===== src/sv/button_click_gesture_decoder_defines.svh =====
// ----------------------------------------------------------------------------
// Button click gesture decoder assertion macros
// Concurrent check macros shared by the decoder RTL.
// ----------------------------------------------------------------------------
`ifndef BUTTON_CLICK_GESTURE_DECODER_DEFINES_SVH
`define BUTTON_CLICK_GESTURE_DECODER_DEFINES_SVH

`ifndef NO_ASSERTIONS
`define BCGD_ASSERT(label, prop) \
    label: assert property (@(posedge aclk) disable iff (!aresetn) prop) \
        else $error("bcgd assertion failed");
`define BCGD_ASSERT_ALWAYS(label, prop) \
    label: assert property (@(posedge aclk) prop) \
        else $error("bcgd assertion failed");
`else
`define BCGD_ASSERT(label, prop)
`define BCGD_ASSERT_ALWAYS(label, prop)
`endif

`endif


===== src/sv/bcgd_pkg.sv =====
// ----------------------------------------------------------------------------
// Button click gesture decoder package
// Mode and event encodings, field widths and register reset values.
// ----------------------------------------------------------------------------
package bcgd_pkg;

    localparam int unsigned TimeW = 32;
    localparam int unsigned CfgIdxW = 2;

    localparam logic [TimeW-1:0] DebounceReset = 32'd10;
    localparam logic [TimeW-1:0] DoubleWinReset = 32'd350;
    localparam logic [TimeW-1:0] LongStartReset = 32'd700;
    localparam logic [TimeW-1:0] LongRepeatReset = 32'd500;

    typedef enum logic [CfgIdxW-1:0] {
        CFG_DEBOUNCE    = 2'd0,
        CFG_DOUBLE_WIN  = 2'd1,
        CFG_LONG_START  = 2'd2,
        CFG_LONG_REPEAT = 2'd3
    } cfg_idx_t;

    typedef enum logic [2:0] {
        MODE_IDLE     = 3'd0,
        MODE_DEBOUNCE = 3'd1,
        MODE_DECIDE   = 3'd2,
        MODE_SINGLE   = 3'd3,
        MODE_DOUBLE   = 3'd4,
        MODE_LONG     = 3'd5
    } mode_t;

    typedef enum logic [2:0] {
        EV_NONE   = 3'd0,
        EV_SINGLE = 3'd1,
        EV_DOUBLE = 3'd2,
        EV_REPEAT = 3'd3,
        EV_STOP   = 3'd4
    } event_t;

    localparam logic [1:0] ClickTwo = 2'd2;
    localparam logic [1:0] ClickOne = 2'd1;
    localparam logic [1:0] ClickBad = 2'd3;

endpackage


===== src/sv/button_click_gesture_decoder.sv =====
// ----------------------------------------------------------------------------
// Button click gesture decoder
// Turns polled button levels with timestamps into click and long-press events.
// ----------------------------------------------------------------------------
// Each input beat is one poll of the button level with a free-running 32-bit
// tick count, and each poll produces exactly one output beat with an event code
// and the mode after that poll. The block takes one poll per clock cycle when
// the output is not held by m_tready, and its result passes through the input
// register and then the result register; the mode update between them is
// combinational, which sets that rate. Input ready follows output ready
// combinationally through the two registers. Configuration writes are expected
// only while no poll is in flight.
`include "button_click_gesture_decoder_defines.svh"

module button_click_gesture_decoder
    import bcgd_pkg::*;
(
    input  logic                 aclk,
    input  logic                 aresetn,
    input  logic                 s_tvalid,
    output logic                 s_tready,
    input  logic [39:0]          s_tdata,   // pressed[0], now_time[32:1], zero pad
    output logic                 m_tvalid,
    input  logic                 m_tready,
    output logic [7:0]           m_tdata,   // event_code[2:0], mode_now[5:3], zero pad
    input  logic                 cfg_wr_en,
    input  logic [CfgIdxW-1:0]   cfg_index,
    input  logic [TimeW-1:0]     cfg_wdata
);

    logic [TimeW-1:0] debounce_reg;
    logic [TimeW-1:0] double_win_reg;
    logic [TimeW-1:0] long_start_reg;
    logic [TimeW-1:0] long_repeat_reg;

    logic             in_valid_reg;
    logic             in_pressed_reg;
    logic [TimeW-1:0] in_now_reg;

    mode_t            mode_reg;
    mode_t            mode_next;
    logic [TimeW-1:0] last_time_reg;
    logic [TimeW-1:0] last_time_next;
    logic [1:0]       click_reg;
    logic [1:0]       click_next;
    event_t           event_next;

    logic             out_valid_reg;
    event_t           out_event_reg;
    mode_t            out_mode_reg;

    logic             advance;
    logic [TimeW-1:0] elapsed;

    assign advance  = in_valid_reg && (!out_valid_reg || m_tready);
    assign s_tready = !in_valid_reg || advance;
    assign elapsed  = in_now_reg - last_time_reg;

    always_ff @(posedge aclk) begin
        if (!aresetn) begin
            debounce_reg    <= DebounceReset;
            double_win_reg  <= DoubleWinReset;
            long_start_reg  <= LongStartReset;
            long_repeat_reg <= LongRepeatReset;
        end else if (cfg_wr_en) begin
            case (cfg_idx_t'(cfg_index))
                CFG_DEBOUNCE:    debounce_reg    <= cfg_wdata;
                CFG_DOUBLE_WIN:  double_win_reg  <= cfg_wdata;
                CFG_LONG_START:  long_start_reg  <= cfg_wdata;
                CFG_LONG_REPEAT: long_repeat_reg <= cfg_wdata;
                default: begin
                end
            endcase
        end
    end

    always_ff @(posedge aclk) begin
        if (!aresetn) begin
            in_valid_reg <= 1'b0;
        end else if (s_tready) begin
            in_valid_reg <= s_tvalid;
        end
    end

    always_ff @(posedge aclk) begin
        if (s_tready && s_tvalid) begin
            in_pressed_reg <= s_tdata[0];
            in_now_reg     <= s_tdata[32:1];
        end
    end

    always_comb begin
        mode_next      = mode_reg;
        last_time_next = last_time_reg;
        click_next     = click_reg;
        case (mode_reg)
            MODE_IDLE: begin
                if (in_pressed_reg) begin
                    mode_next      = MODE_DEBOUNCE;
                    last_time_next = in_now_reg;
                end
                if (click_reg == ClickTwo) begin
                    mode_next = MODE_DOUBLE;
                end else if (click_reg == ClickOne && !in_pressed_reg
                             && elapsed > double_win_reg) begin
                    mode_next = MODE_SINGLE;
                end
            end
            MODE_DEBOUNCE: begin
                if (elapsed > debounce_reg) begin
                    if (in_pressed_reg) begin
                        mode_next      = MODE_DECIDE;
                        last_time_next = in_now_reg;
                    end else begin
                        mode_next = MODE_IDLE;
                    end
                end
            end
            MODE_DECIDE: begin
                if (in_pressed_reg) begin
                    if (elapsed > long_start_reg) begin
                        mode_next = MODE_LONG;
                    end
                end else begin
                    click_next     = click_reg + 2'd1;
                    mode_next      = MODE_IDLE;
                    last_time_next = in_now_reg;
                end
            end
            MODE_SINGLE, MODE_DOUBLE: begin
                click_next = 2'd0;
                mode_next  = MODE_IDLE;
            end
            MODE_LONG: begin
                if (in_pressed_reg) begin
                    if (elapsed > long_repeat_reg) begin
                        last_time_next = in_now_reg;
                    end
                end else begin
                    mode_next = MODE_IDLE;
                end
            end
            default: begin
            end
        endcase
    end

    always_comb begin
        event_next = EV_NONE;
        case (mode_reg)
            MODE_SINGLE: event_next = EV_SINGLE;
            MODE_DOUBLE: event_next = EV_DOUBLE;
            MODE_LONG: begin
                if (!in_pressed_reg) begin
                    event_next = EV_STOP;
                end else if (elapsed > long_repeat_reg) begin
                    event_next = EV_REPEAT;
                end
            end
            default: event_next = EV_NONE;
        endcase
    end

    always_ff @(posedge aclk) begin
        if (!aresetn) begin
            mode_reg      <= MODE_IDLE;
            last_time_reg <= '0;
            click_reg     <= 2'd0;
            out_valid_reg <= 1'b0;
        end else begin
            if (advance) begin
                mode_reg      <= mode_next;
                last_time_reg <= last_time_next;
                click_reg     <= click_next;
                out_valid_reg <= 1'b1;
            end else if (m_tready) begin
                out_valid_reg <= 1'b0;
            end
        end
    end

    always_ff @(posedge aclk) begin
        if (advance) begin
            out_event_reg <= event_next;
            out_mode_reg  <= mode_next;
        end
    end

    assign m_tvalid = out_valid_reg;
    assign m_tdata  = {2'b00, out_mode_reg, out_event_reg};

    `BCGD_ASSERT(a_stop_only_from_long,
        advance && event_next == EV_STOP |-> mode_reg == MODE_LONG)
    `BCGD_ASSERT(a_click_count_range,
        click_reg != ClickBad)
    `BCGD_ASSERT(a_state_holds_without_beat,
        !advance |=> $stable(mode_reg) && $stable(last_time_reg) && $stable(click_reg))
    `BCGD_ASSERT(a_input_held_while_blocked,
        in_valid_reg && !advance |=> in_valid_reg && $stable(in_now_reg))
    `BCGD_ASSERT_ALWAYS(a_reset_clears_output,
        !aresetn |=> !m_tvalid)

endmodule

===== config.mk =====
export PLATFORM = sky130hd
export DESIGN_NAME = button_click_gesture_decoder
export DESIGN_NICKNAME = d
export VERILOG_FILES = /design/src/sv/bcgd_pkg.sv /design/src/sv/button_click_gesture_decoder.sv
export VERILOG_INCLUDE_DIRS = /design/src /design/src/sv
export SDC_FILE = /design/constraint.sdc
export NUM_CORES = 1
export LEC_CHECK = 0
export ABC_CLOCK_PERIOD_IN_PS = 6600
export BUFFER_PORTS_ARGS = -buffer_cell sky130_fd_sc_hd__buf_2
export CORE_AREA = 2 2 162 164
export CTS_CLUSTER_SIZE = 20
export DETAILED_ROUTE_END_ITERATION = 8
export DIE_AREA = 0 0 164 166
export PLACE_DENSITY = 0.63
export SLEW_MARGIN = 20
export SYNTH_ARGS = -nofsm -noshare
export SYNTH_HDL_FRONTEND = slang
export SYNTH_SLANG_ARGS = --single-unit

===== constraint.sdc =====
create_clock -name aclk -period 6.6 [get_ports aclk]
set_clock_uncertainty 0.2 [all_clocks]
set_input_delay 0.33 -clock aclk [delete_from_list [all_inputs] [get_ports aclk]]
set_output_delay 0.33 -clock aclk [all_outputs]
set_load 0.02 [all_outputs]

* After elaboration in Yosys (flattened, before gate mapping)
Cells that the tools add are included.
Cells by class: $add $sub $neg 2, $mul 0, divide/modulo/power cells 0, magnitude comparators 4, equal/unequal tests 14, shift operators 0, multiplexer cells 22, bitwise logic cells 0, reduce and logical (&&, ||, !) cells 21
Operator list (number):
- $mux W32 | 5
- $gt A32 B32 Y1 | 4
- $pmux W32 S4 | 1
- $sub A32 B32 Y32 | 1
- $mux W3 | 8
- $pmux W3 S5 | 1
- $pmux W3 S3 | 1
- $ne A2 B2 Y1 const B | 4
- $reduce_and A2 Y1 | 4
- $eq A2 B2 Y1 const B | 3
- $eq A3 B2 Y1 const B | 2
- $eq A3 B3 Y1 const B | 2
- $mux W2 | 3
- $reduce_and A6 Y1 | 1
- $eq A2 B1 Y1 const B | 2
- $logic_and A1 B1 Y1 | 4
- $pmux W2 S2 | 1
- $reduce_bool A2 Y1 | 2
- $reduce_bool A4 Y1 | 1
- $eq A3 B1 Y1 const B | 1
- $logic_not A1 Y1 | 3
- $logic_not A3 Y1 | 1
- $reduce_and A3 Y1 | 1
- $add A2 B1 Y2 const B | 1
- 4 further kinds | 6
Storage, ports and cells: bits in registers 206, bits in latches 0, memory bits (writable) 0, ROM bits 0, bits of input ports 79, logic and storage cells 76, memories 0

* Logic depth before layout (Yosys ltp)
Gate-level depths: netlist of the first run.
depth in word-level cells 6, gate-level depth with buffers 22, depth with buffers taken out 21

* Least setup slack after synthesis of the first run
OpenSTA, ideal clock, no wires.
kind register to register, start reg in_now_reg[1], end reg last_time_reg[1], library setup time 0.122 ns, arrival 4.327 ns, setup slack 1.950 ns, cell stages (with the launch flop) 18, clock period less this slack 4.650 ns, cell sequence edfxtp_1 -> ha_1 -> nor2b_1 -> o2111ai_1 -> a2111oi_2 -> o21ai_0 -> a21oi_1 -> o41ai_1 -> o311ai_0 -> ha_1 -> nand4_1 -> nor4_2 -> a31o_2 -> o22ai_1 -> a21oi_2 -> a221oi_4 -> buf_6 -> o21ai_0
On the way: longest elaborated chain between the ends 4
RTL lines:
- from (decl) | RTL line button_click_gesture_decoder.sv:38 | logic [TimeW-1:0] in_now_reg;
- from (signal assigned) | RTL line button_click_gesture_decoder.sv:88 | in_now_reg <= s_tdata[32:1];
- $sub A32 B32 Y32 | RTL line button_click_gesture_decoder.sv:57 | assign elapsed = in_now_reg - last_time_reg;
- $gt A32 B32 Y1, on equally long branches | RTL line button_click_gesture_decoder.sv:136, button_click_gesture_decoder.sv:110
- $ne A2 B2 Y1 (no line)
- $reduce_and A6 Y1 (no line)
- to (signal assigned) | RTL line button_click_gesture_decoder.sv:173 | last_time_reg <= last_time_next;
- to (decl) | RTL line button_click_gesture_decoder.sv:42 | logic [TimeW-1:0] last_time_reg;
Parallel ways exist; a longest one is shown, timed or not. The select of a mux whose other input is x is not followed. A chain may end at the register's enable or synchronous reset.

* Worst setup path in the final report of the first run
start reg in_now_reg[3], end reg last_time_reg[28]
On the way: longest elaborated chain between the ends 4
RTL lines (RTL line):
- $sub A32 B32 Y32 (*) | button_click_gesture_decoder.sv:57
- $gt A32 B32 Y1, on equally long branches | button_click_gesture_decoder.sv:136, button_click_gesture_decoder.sv:110
- $ne A2 B2 Y1 (no line)
- $reduce_and A6 Y1 (no line) (*)
Every way passes the cells marked *; elsewhere a longest branch is shown, timed or not.

==> flow_summary.toml, run 1 <==
[finish]
nFillCells = 2361
area_growth_pct = 16.2
finalInstanceArea_mm2 = 0.0146
drive_gt1_frac = 0.106
post-route-util = 0.572
layout.area.seq_mm2 = 0.00451
fin_nets = 1856
antennaDiodeCount = 0
multi_input_area_mm2 = 0.00707

[drt]
first_pass_iters = 5
drt_iter0_drc = 519
routedWlPerCell_um = 15.6
wirelength_um = 30700
drc_errors = 0
ant_nets = 0
routed-via-count = 10400
vias_per_cell = 5.29

[place]
portBuffers = 79
dpl-instance-area_mm2 = 0.0132
place_congestion = 0.853
place_hpwl_um = 22000

[cts]
clk_latency_ps = 540
cts_made_buffers = 25
htreeDepth = 1
cts_tree = "yes"
cts_root_buf = "clkbuf_16"
clock_sinks = 206
clkTransAtPathRegs_ps = 60
clock_path_buffers = 3

[floorplanning]
die_y_um = 166
dieWidth_um = 164
rows = 59
start_util = 0.492
die_area_mm2 = 0.0272
io-pin-count = 89
core-area_mm2 = 0.0256

[logic_synthesis]
ys_warn_count = 0
synth_top_family_by_area = "compound AO/OA/AOI/OAI gates"
synth.avg_cell_area_um2 = 8.46
synth_xor_area_frac = 0.0174
synth-edff-count = 39
synthAdderAreaFrac = 0.162
ys_seq_area_frac = 0.358
syn_area_mm2 = 0.0126
ys_types = 67
async_reset_ff_frac = 0
synthMuxAreaShare = 0.00159
synthSimpleGateAreaFrac = 0.165
synth_seq_cells = 206
synthCells = 1489
synth_compound_area_frac = 0.215
synth_ff_type = "dfxtp_1"

[sta]
worst_pin_slew_ps = 937
min_period_over_period = 0.895
setup_viol = 0
rsz0062_at_grt = "false"
slew_headroom = 0.375
fmax_mhz = 169
fin_tns_setup_ps = 0
fin_crit_ps = 5910
hold_violations = 0
slew_viol_final = 0

[setup_path]
critPathLaunchType = "register"
critPathMaxFanout = 48
path_delay_family = "compound AO/OA/AOI/OAI gates"
worst-r2r-cell-count = 18
cp_slowest_stage_delay_ps = 810
worstReg2RegStart = "in_now_reg[3]$_DFFE_PP_"
cp_data_arrival_time_ps = 6170
r2r_end = "last_time_reg[28]$_SDFFE_PN0P_"
path_cells = "ha_1, a21o_1, a21oi_1, a2111oi_2, o21ai_0, nand2_1, a21oi_1, o21ai_0, xnor2_1, ha_1, nand4_1, nor4_2, and2_1, a22oi_2, a221oi_4, buf_12, nand3_1, o21ai_2"
critical_path_required_ps = 6860
end_kind = "register"
path_class = "reg -> reg"
path_buf_inv = 1
cpMaxStageDelayCell = "a221oi_4"
reg2reg_slack_ps = 690

[power]
p_leak_nw = 5.76
total_power_mw = 3.55
cellPowerDensity_mw_per_mm2 = 242
irDropWorstVdd_mv = 0.240

[grt]
antenna_found_initial = 0
grt_overflow = 0
grt_max_degree = 103
grt_pass1_wl_um = 50500
grt_use_total = 0.229
first_global_vias = 10100

[hold_path]
hold_class = "reg -> reg"
worstHoldStart = "last_time_reg[30]$_SDFFE_PN0P_"
min_path_cells = 2
hold-path-endpoint = "last_time_reg[30]$_SDFFE_PN0P_"

[flow_run]
maxCapViolCount = 0

[status]
status = "completed"
[where the power goes]
group | total (mW) | switching (mW) | leakage, nW | internal (mW)
clock | 1.34 | 0.538 | 0.389 | 0.805
combinational | 0.842 | 0.488 | 3.64 | 0.354
sequential | 1.36 | 0.0274 | 1.74 | 1.34
[cells in the mapped netlist, drive strengths merged, types with 7 or more instances]
library cell	count	area [µm²]
a211oi	10	75.1
a21boi	109	818
a21o	40	300
a21oi	76	388
buf	13	124
clkbuf	46	214
dfxtp	167	3340
edfxtp	39	1170
ha	161	2010
inv	177	664
nand2	300	1130
nand3	40	200
nand4	32	200
nor2	28	105
nor2b	19	119
nor3	15	75.1
o211ai	28	210
o21a	8	60.1
o21ai	70	455
o31ai	7	52.6
xnor2	17	149
xor2	8	70.1
[logic make-up after synthesis]
logic type,Yosys count
simple gates,468
compound gates,387
buf+inv,238
flops,206
fa+ha+maj,162
xor+xnor,25
mux,2
other cells,1
[placed cells by master (no fill, tap or decap), types with 4 or more instances in the layout]
cell type and instances:
o31ai_1 7, a21boi_0 109, buf_4 12, a21o_1 40, o21bai_1 5, and3_1 4, nand4_1 32, nand3_1 40
or2_2 4, o21ai_0 41, nand2_1 300, dfxtp_1 167, a21oi_1 74, xnor2_1 17, ha_1 161, nor2_1 27
inv_1 177, nor2b_1 19, clkbuf_16 25, clkbuf_1 7, dlygate4sd3_1 68, xor2_1 8, a211oi_1 10, nand2b_1 5
o21ai_2 28, o211ai_1 28, nor3_1 15, edfxtp_1 39, clkinv_1 4, a31oi_1 5, o21a_1 8, buf_2 78
[worst max path at each step]
stage	startpoint	to	slack, ps	cells past startpoint
floorplan	in_now_reg[1]$_DFFE_PP_	last_time_reg[1]$_SDFFE_PN0P_	1950	17
global placement	in_now_reg[0]$_DFFE_PP_	last_time_reg[29]$_SDFFE_PN0P_	780	22
detailed placement	in_now_reg[0]$_DFFE_PP_	last_time_reg[11]$_SDFFE_PN0P_	720	22
CTS	in_now_reg[0]$_DFFE_PP_	last_time_reg[11]$_SDFFE_PN0P_	700	22
global route	in_now_reg[3]$_DFFE_PP_	last_time_reg[31]$_SDFFE_PN0P_	80	18
finish	in_now_reg[3]$_DFFE_PP_	last_time_reg[28]$_SDFFE_PN0P_	690	18
[through the flow]
stage                     instances  worst slack [ps]  hold WS [ps]
after floorplan                1490              1950           229
after global placement         1855               779           246
after detailed placement       1855               722           248
after CTS                      1968               701           234
after global routing           1968              80.7           268
final                          1968               690           254
[cell type report]
class | count | share of cell area
timing repair buffer | 159 | 0.0807
tap | 335 | 0.0286
sequential | 206 | 0.308
clock inverter | 10 | 0.00675
multi-input combinational | 1046 | 0.483
inverter | 177 | 0.0454
clock buffer | 35 | 0.0473
[timing repair]
item,4_1_cts,5_1_grt
hold buffers,68,0
gates resized for setup,0,0
setup buffers,0,0
hold endpoints to repair,163,0
[tightest hold or removal path: stages (launching register included)]
cell,delay [ps]
dfxtp_1,300
nand2_1,60
o21ai_2,40
[layer usage]
metal  track usage  vias to the layer above  part of all wire
met3        0.0302                       55             0.037
met4        0.0713                        0             0.030
met2         0.391                      182              0.47
met1         0.300                     4793              0.46
met5             0                        -                 0
li1              -                     5374                 -
(Power assumes the default switching activity.)
==> run 2: changes to the inputs <==
ABC_AREA = 1   (was default)
CORE_AREA = 2 2 159 161   (was 2 2 162 164)
DIE_AREA = 0 0 161 163   (was 0 0 164 166)
PLACE_DENSITY = 0.64   (was 0.63)
==> run 2 against run 1 <==
Against the previous run:
- clock power is 4% higher
- via count increased by 1.2%
- utilization is 0.71 points higher
- cell area is 2.5% lower
- critical endpoint is now last_time_reg[24]$_SDFFE_PN0P_
- cell count is 5.1% higher
- sequential share of layout area grew 0.78 points
- critical path type unchanged
==> flow_summary.toml, run 2 <==
[status]
status = "completed"

[finish]
nFillCells = 2332
area_growth_pct = 17.9
fin_nets = 1962
drive_gt1_frac = 0.0794
final_common_cell = "nand2_1"
antennaDiodeCount = 0
final_cell_mix = "nand2_1, inv_1, a21oi_1"

[cts]
holdBufCountCts = 68
htreeDepth = 1
cts_root_buf = "clkbuf_16"
cts_resized = 0
clkTransAtPathRegs_ps = 60
cts_made_buffers = 24
clock_path_buffers = 3
cts_tree = "yes"
clk_latency_ps = 520
postCtsSetupBuffers = 0
clock_sinks = 206

[drt]
routedWlPerCell_um = 14.2
first_pass_iters = 5
drt_iter0_drc = 599
routed-via-count = 10500
drc_errors = 0
ant_nets = 0
vias_per_cell = 5.09
wirelength_um = 29300

[power]
power.net_switching_mw = 1.24
total_power_mw = 3.90
power_frac_seq = 0.354
p_leak_nw = 6.48
internal_power_mw = 2.66
combPwrFrac = 0.287
irDropWorstVdd_mv = 0.185
p_clk_frac = 0.359
swShare = 0.319
cellPowerDensity_mw_per_mm2 = 273

[floorplanning]
die_y_um = 163
dieWidth_um = 161
die_area_mm2 = 0.0262
start_util = 0.491
io-pin-count = 89
rows = 58
core-area_mm2 = 0.0247

[grt]
grt_max_degree = 75
grt_use_total = 0.222
grt_pass1_wl_um = 47400
grt_overflow = 0
first_global_vias = 9643
antenna_found_initial = 0

[logic_synthesis]
synth-edff-count = 39
synth_top_area_cell = "dfxtp_1"
synth_top_cell_area_share = 0.276
synth_most_common_cell = "nand2_1"
async_reset_ff_frac = 0
synth_seq_cells = 206
synth_ff_type = "dfxtp_1"
ys_warn_count = 0
synth_common_cells = "nand2_1, inv_1, a21oi_1"
ys_types = 39
synth.avg_cell_area_um2 = 7.62
ys_seq_area_frac = 0.373
synthCells = 1590
syn_area_mm2 = 0.0121
synthTopCellsByArea = "dfxtp_1, ha_1, edfxtp_1"

[sta]
min_period_over_period = 0.756
fmax_mhz = 200
slew_viol_final = 0
hold_violations = 0
rsz0062_at_grt = "false"
slew_headroom = 0.482
fin_crit_ps = 4990
fin_tns_setup_ps = 0
setup_viol = 0
worst_pin_slew_ps = 772

[flow_run]
maxCapViolCount = 0

[setup_path]
critPathLaunchType = "register"
critPathMaxFanout = 62
worst-r2r-cell-count = 21
cp_data_arrival_time_ps = 5200
path_class = "reg -> reg"
critical_path_required_ps = 6800
end_kind = "register"

[hold_path]
min_path_cells = 2
hold_class = "in -> reg"

[place]
place_hpwl_um = 21300
place_congestion = 0.886
portBuffers = 79
==> run 2: cell count changes after synthesis, sizes merged, moves of 19 or more <==
cell / previous run / this run
a21oi: 76 / 219
nor2: 28 / 141
a21boi: 109 / 3
o21ai: 70 / 155
inv: 177 / 234
a21o: 40 / 6
nand2: 300 / 281
nor2b: 19 / 0
==> run 2: kinds of logic after synthesis <==
family | after synthesis | share of synthesized area
other | 1 | 0.000310
AND/OR/NAND/NOR | 490 | 0.164
XOR/XNOR | 29 | 0.0210
flip-flops | 206 | 0.373
adder cells (fa/ha/maj) | 162 | 0.168
buffers and inverters | 285 | 0.0914
AO/OA/AOI/OAI | 417 | 0.182
==> run 2: power by group through the flow <==
stage                     sequential, mW  combinational (mW)  clock [mW]
after floorplan                     1.40               0.786           0
after global placement              1.41                1.05           0
after detailed placement            1.41                1.08           0
after CTS                           1.38                1.12        1.44
after global routing                1.39                1.29        1.49
final                               1.38                1.12        1.40
==> run 2: area by class of cell <==
cell class / count / area [µm²] / area share
Timing Repair Buffer: 155 / 1140 / 0.0797
Inverter: 234 / 878 / 0.0615
Tap cell: 330 / 413 / 0.0289
Clock buffer: 33 / 686 / 0.0480
Sequential cell: 206 / 4510 / 0.316
Clock inverter: 11 / 153 / 0.0107
Multi-Input combinational cell: 1100 / 6500 / 0.455
==> run 2: critical path: stages, from the launching register on <==
cell and delay (ps):
edfxtp_1 390, ha_1 370, a21oi_1 170, nand2_1 100
a21oi_1 270, o21ai_1 190, a21boi_0 420, o21ai_1 130
xor2_1 490, ha_1 360, a21oi_1 190, o21ai_0 140
nand2_1 80, nand2_1 50, a21oi_1 220, nand2_1 110
nand2_1 60, nand2_1 140, nand3_4 530, nand2_1 120
nand2_1 90, nor2_1 40
==> run 2: routing by layer <==
layer / vias up / track usage / share of wire
li1: 5527 / - / -
met1: 4765 / 0.317 / 0.50
met2: 199 / 0.363 / 0.44
met3: 33 / 0.0272 / 0.047
met4: 0 / 0.0467 / 0.017
met5: - / 0 / 0
==> run 2: path summary, 6_finish.rpt <==
path | start | endpoint | slack (ps)
worst min register to register | double_win_reg[13]$_SDFFE_PN0P_ | double_win_reg[13]$_SDFFE_PN0P_ | 260
worst min-delay path | aresetn | debounce_reg[3]$_SDFFE_PN1P_ | 90
worst max register to register | in_now_reg[2]$_DFFE_PP_ | last_time_reg[24]$_SDFFE_PN0P_ | 1610
worst max-delay path | in_now_reg[2]$_DFFE_PP_ | last_time_reg[24]$_SDFFE_PN0P_ | 1610
==> run 2: per-stage QoR <==
stage | area [µm²] | hold slack (ps) | setup slack (ps) | util | instances
2_1_floorplan | 12100 | 229 | 2900 | - | 1591
3_3_place_gp | 12800 | 247 | 1720 | 0.517 | 1957
3_5_place_dp | 12800 | 254 | 1650 | 0.517 | 1957
4_1_cts | 14300 | 55.2 | 1640 | 0.579 | 2069
5_1_grt | 14300 | 105 | 1180 | 0.579 | 2069
6_report | 14300 | 87.5 | 1610 | 0.579 | 2069
==> run 3: changes to the inputs <==
ABC_AREA = 0   (was 1)
ABC_CLOCK_PERIOD_IN_PS = 4300   (was 6600)
CORE_AREA = 2 2 162 164   (was 2 2 159 161)
DIE_AREA = 0 0 164 166   (was 0 0 161 163)
PLACE_DENSITY = 0.66   (was 0.64)
clock period = 4.3 ns   (was 6.6 ns; I/O delays follow)
==> run 3 against run 2 <==
Against the previous run:
- clock power rose by 35%
- the flow now finishes with violations (negative setup slack)
- critical path depth rose by 1
- die area rose by 3.7%
- maximum frequency fell by 2.5%
- non-clock buffer count rose by 153
- combinational power rose by 52%
- sequential power rose by 52%
- highest routed layer unchanged
- cell count rose by 2.2%
- first-iteration DRC count fell by 2.5%
- power rose by 46%
- via count rose by 7.0%
- register-to-register slack got worse by 2400 ps
==> flow_summary.toml, run 3 (synthesis gave the netlist of run 1 again) <==
[power]
cellPowerDensity_mw_per_mm2 = 349
p_leak_nw = 6.60
irDropWorstVdd_mv = 0.300
total_power_mw = 5.69

[drt]
vias_per_cell = 5.33
drt_iter0_drc = 584
routed-via-count = 11300
routedWlPerCell_um = 16.3
drc_errors = 0
ant_nets = 0
first_pass_iters = 7
wirelength_um = 34500

[sta]
fin_crit_ps = 5120
min_period_over_period = 1.19
hold_violations = 0
holdWs_ps = 103
worst_pin_slew_ps = 1010
slew_headroom = 0.322
fmax_mhz = 195
slew_viol_final = 0
fin_tns_setup_ps = -30350
timing.final.ws_setup_ps = -822
rsz0062_at_grt = "true"
setup_viol = 40

[floorplanning]
start_util = 0.492
core-area_mm2 = 0.0256
die_y_um = 166
rows = 59
dieWidth_um = 164
io-pin-count = 89
die_area_mm2 = 0.0272

[setup_path]
critPathLaunchType = "register"
worstReg2RegStart = "in_now_reg[0]$_DFFE_PP_"
cp-endpoint = "last_time_reg[31]$_SDFFE_PN0P_"
path_class = "reg -> reg"
critical_path_required_ps = 4550
end_kind = "register"
worstSetupStartpoint = "in_now_reg[0]$_DFFE_PP_"
critPathMaxFanout = 10
cp_data_arrival_time_ps = 5380
worst-r2r-cell-count = 22
r2r_end = "last_time_reg[31]$_SDFFE_PN0P_"
reg2reg_slack_ps = -820

[cts]
clkTransAtPathRegs_ps = 60
cts_root_buf = "clkbuf_16"
cts_made_buffers = 24
htreeDepth = 1
clk_latency_ps = 540
clock_sinks = 206
cts_tree = "yes"
clock_path_buffers = 3

[finish]
area_growth_pct = 29.6
final_common_cell = "nand2_1"
antennaDiodeCount = 0
post-route-util = 0.637
fin_nets = 2004
nFillCells = 2165
drive_gt1_frac = 0.216
final_cell_mix = "nand2_1, inv_1, dfxtp_1"

[grt]
first_global_vias = 10800
grt_use_total = 0.248
grt_overflow = 0
antenna_found_initial = 0
grt_pass1_wl_um = 54300
grt_max_degree = 107

[status]
violations = "negative setup slack"
status = "finished with violations"

[place]
portBuffers = 79
place_hpwl_um = 23400
place_congestion = 0.848
place_ws_ps = -751

[hold_path]
hold_class = "in -> reg"

[flow_run]
maxCapViolCount = 0
-- run 3: worst min-delay path by stage --
stage,start,end,cells past startpoint,slack (ps)
global route,cfg_wr_en,debounce_reg[23]$_SDFFE_PN0P_,4,140
global placement,s_tdata[13],in_now_reg[12]$_DFFE_PP_,1,190
detailed placement,s_tdata[9],in_now_reg[8]$_DFFE_PP_,1,190
floorplan,s_tdata[1],in_now_reg[0]$_DFFE_PP_,0,110
finish,cfg_wr_en,debounce_reg[27]$_SDFFE_PN0P_,4,100
CTS,cfg_wr_en,debounce_reg[27]$_SDFFE_PN0P_,4,90
-- run 3: layout make-up --
type,count,area [µm²],share of cell area
inverter,177,664,0.0407
tap,335,419,0.0257
clock inverter,10,60.1,0.00368
sequential,206,4510,0.277
timing repair buffer,308,2430,0.149
multi-input combinational,1046,7570,0.464
clock buffer,33,664,0.0407
-- run 3: what timing repair did --
item	in CTS	in global routing
pin swaps	40	35
resized for setup	57	42
hold buffers	71	0
setup endpoints to repair	40	40
cloned	2	2
setup buffers	18	14
endpoints found under the hold margin	163	0
-- run 3: routing by layer --
layer,vias to the layer above,global-route usage,wire (µm),share of wire
met4,0,0.0931,1360,0.039
met2,270,0.431,16800,0.49
li1,5672,-,-,-
met5,-,0,0,0
met3,83,0.0262,1310,0.038
met1,5238,0.315,15100,0.44
-- run 3: critical path: stages (launching register included) --
cell and delay (ps):
edfxtp_1 380, inv_1 80, ha_2 190, inv_2 40
fa_2 340, a211oi_2 210, o21bai_2 100, o211ai_1 230
o211ai_1 270, o211ai_1 330, a21oi_2 110, a311o_2 420
ha_4 290, nand4_1 100, buf_6 150, nor4_4 360
nor2b_4 230, a21oi_4 80, a221oi_4 360, buf_6 230
buf_12 140, nand3_1 70, o21ai_1 120
-- run 3: power breakdown --
group | internal, mW | leakage, nW | switching, mW | total (mW)
clock | 1.08 | 0.357 | 0.813 | 1.89
combinational | 0.811 | 4.50 | 0.894 | 1.70
sequential | 2.05 | 1.74 | 0.0438 | 2.10
-- run 3: per-stage QoR --
step	std cells	area, µm²
detailed placement	1971	14100
global placement	1971	14100
floorplan	1490	12600
global route	2115	16300
finish	2115	16300
CTS	2102	15900
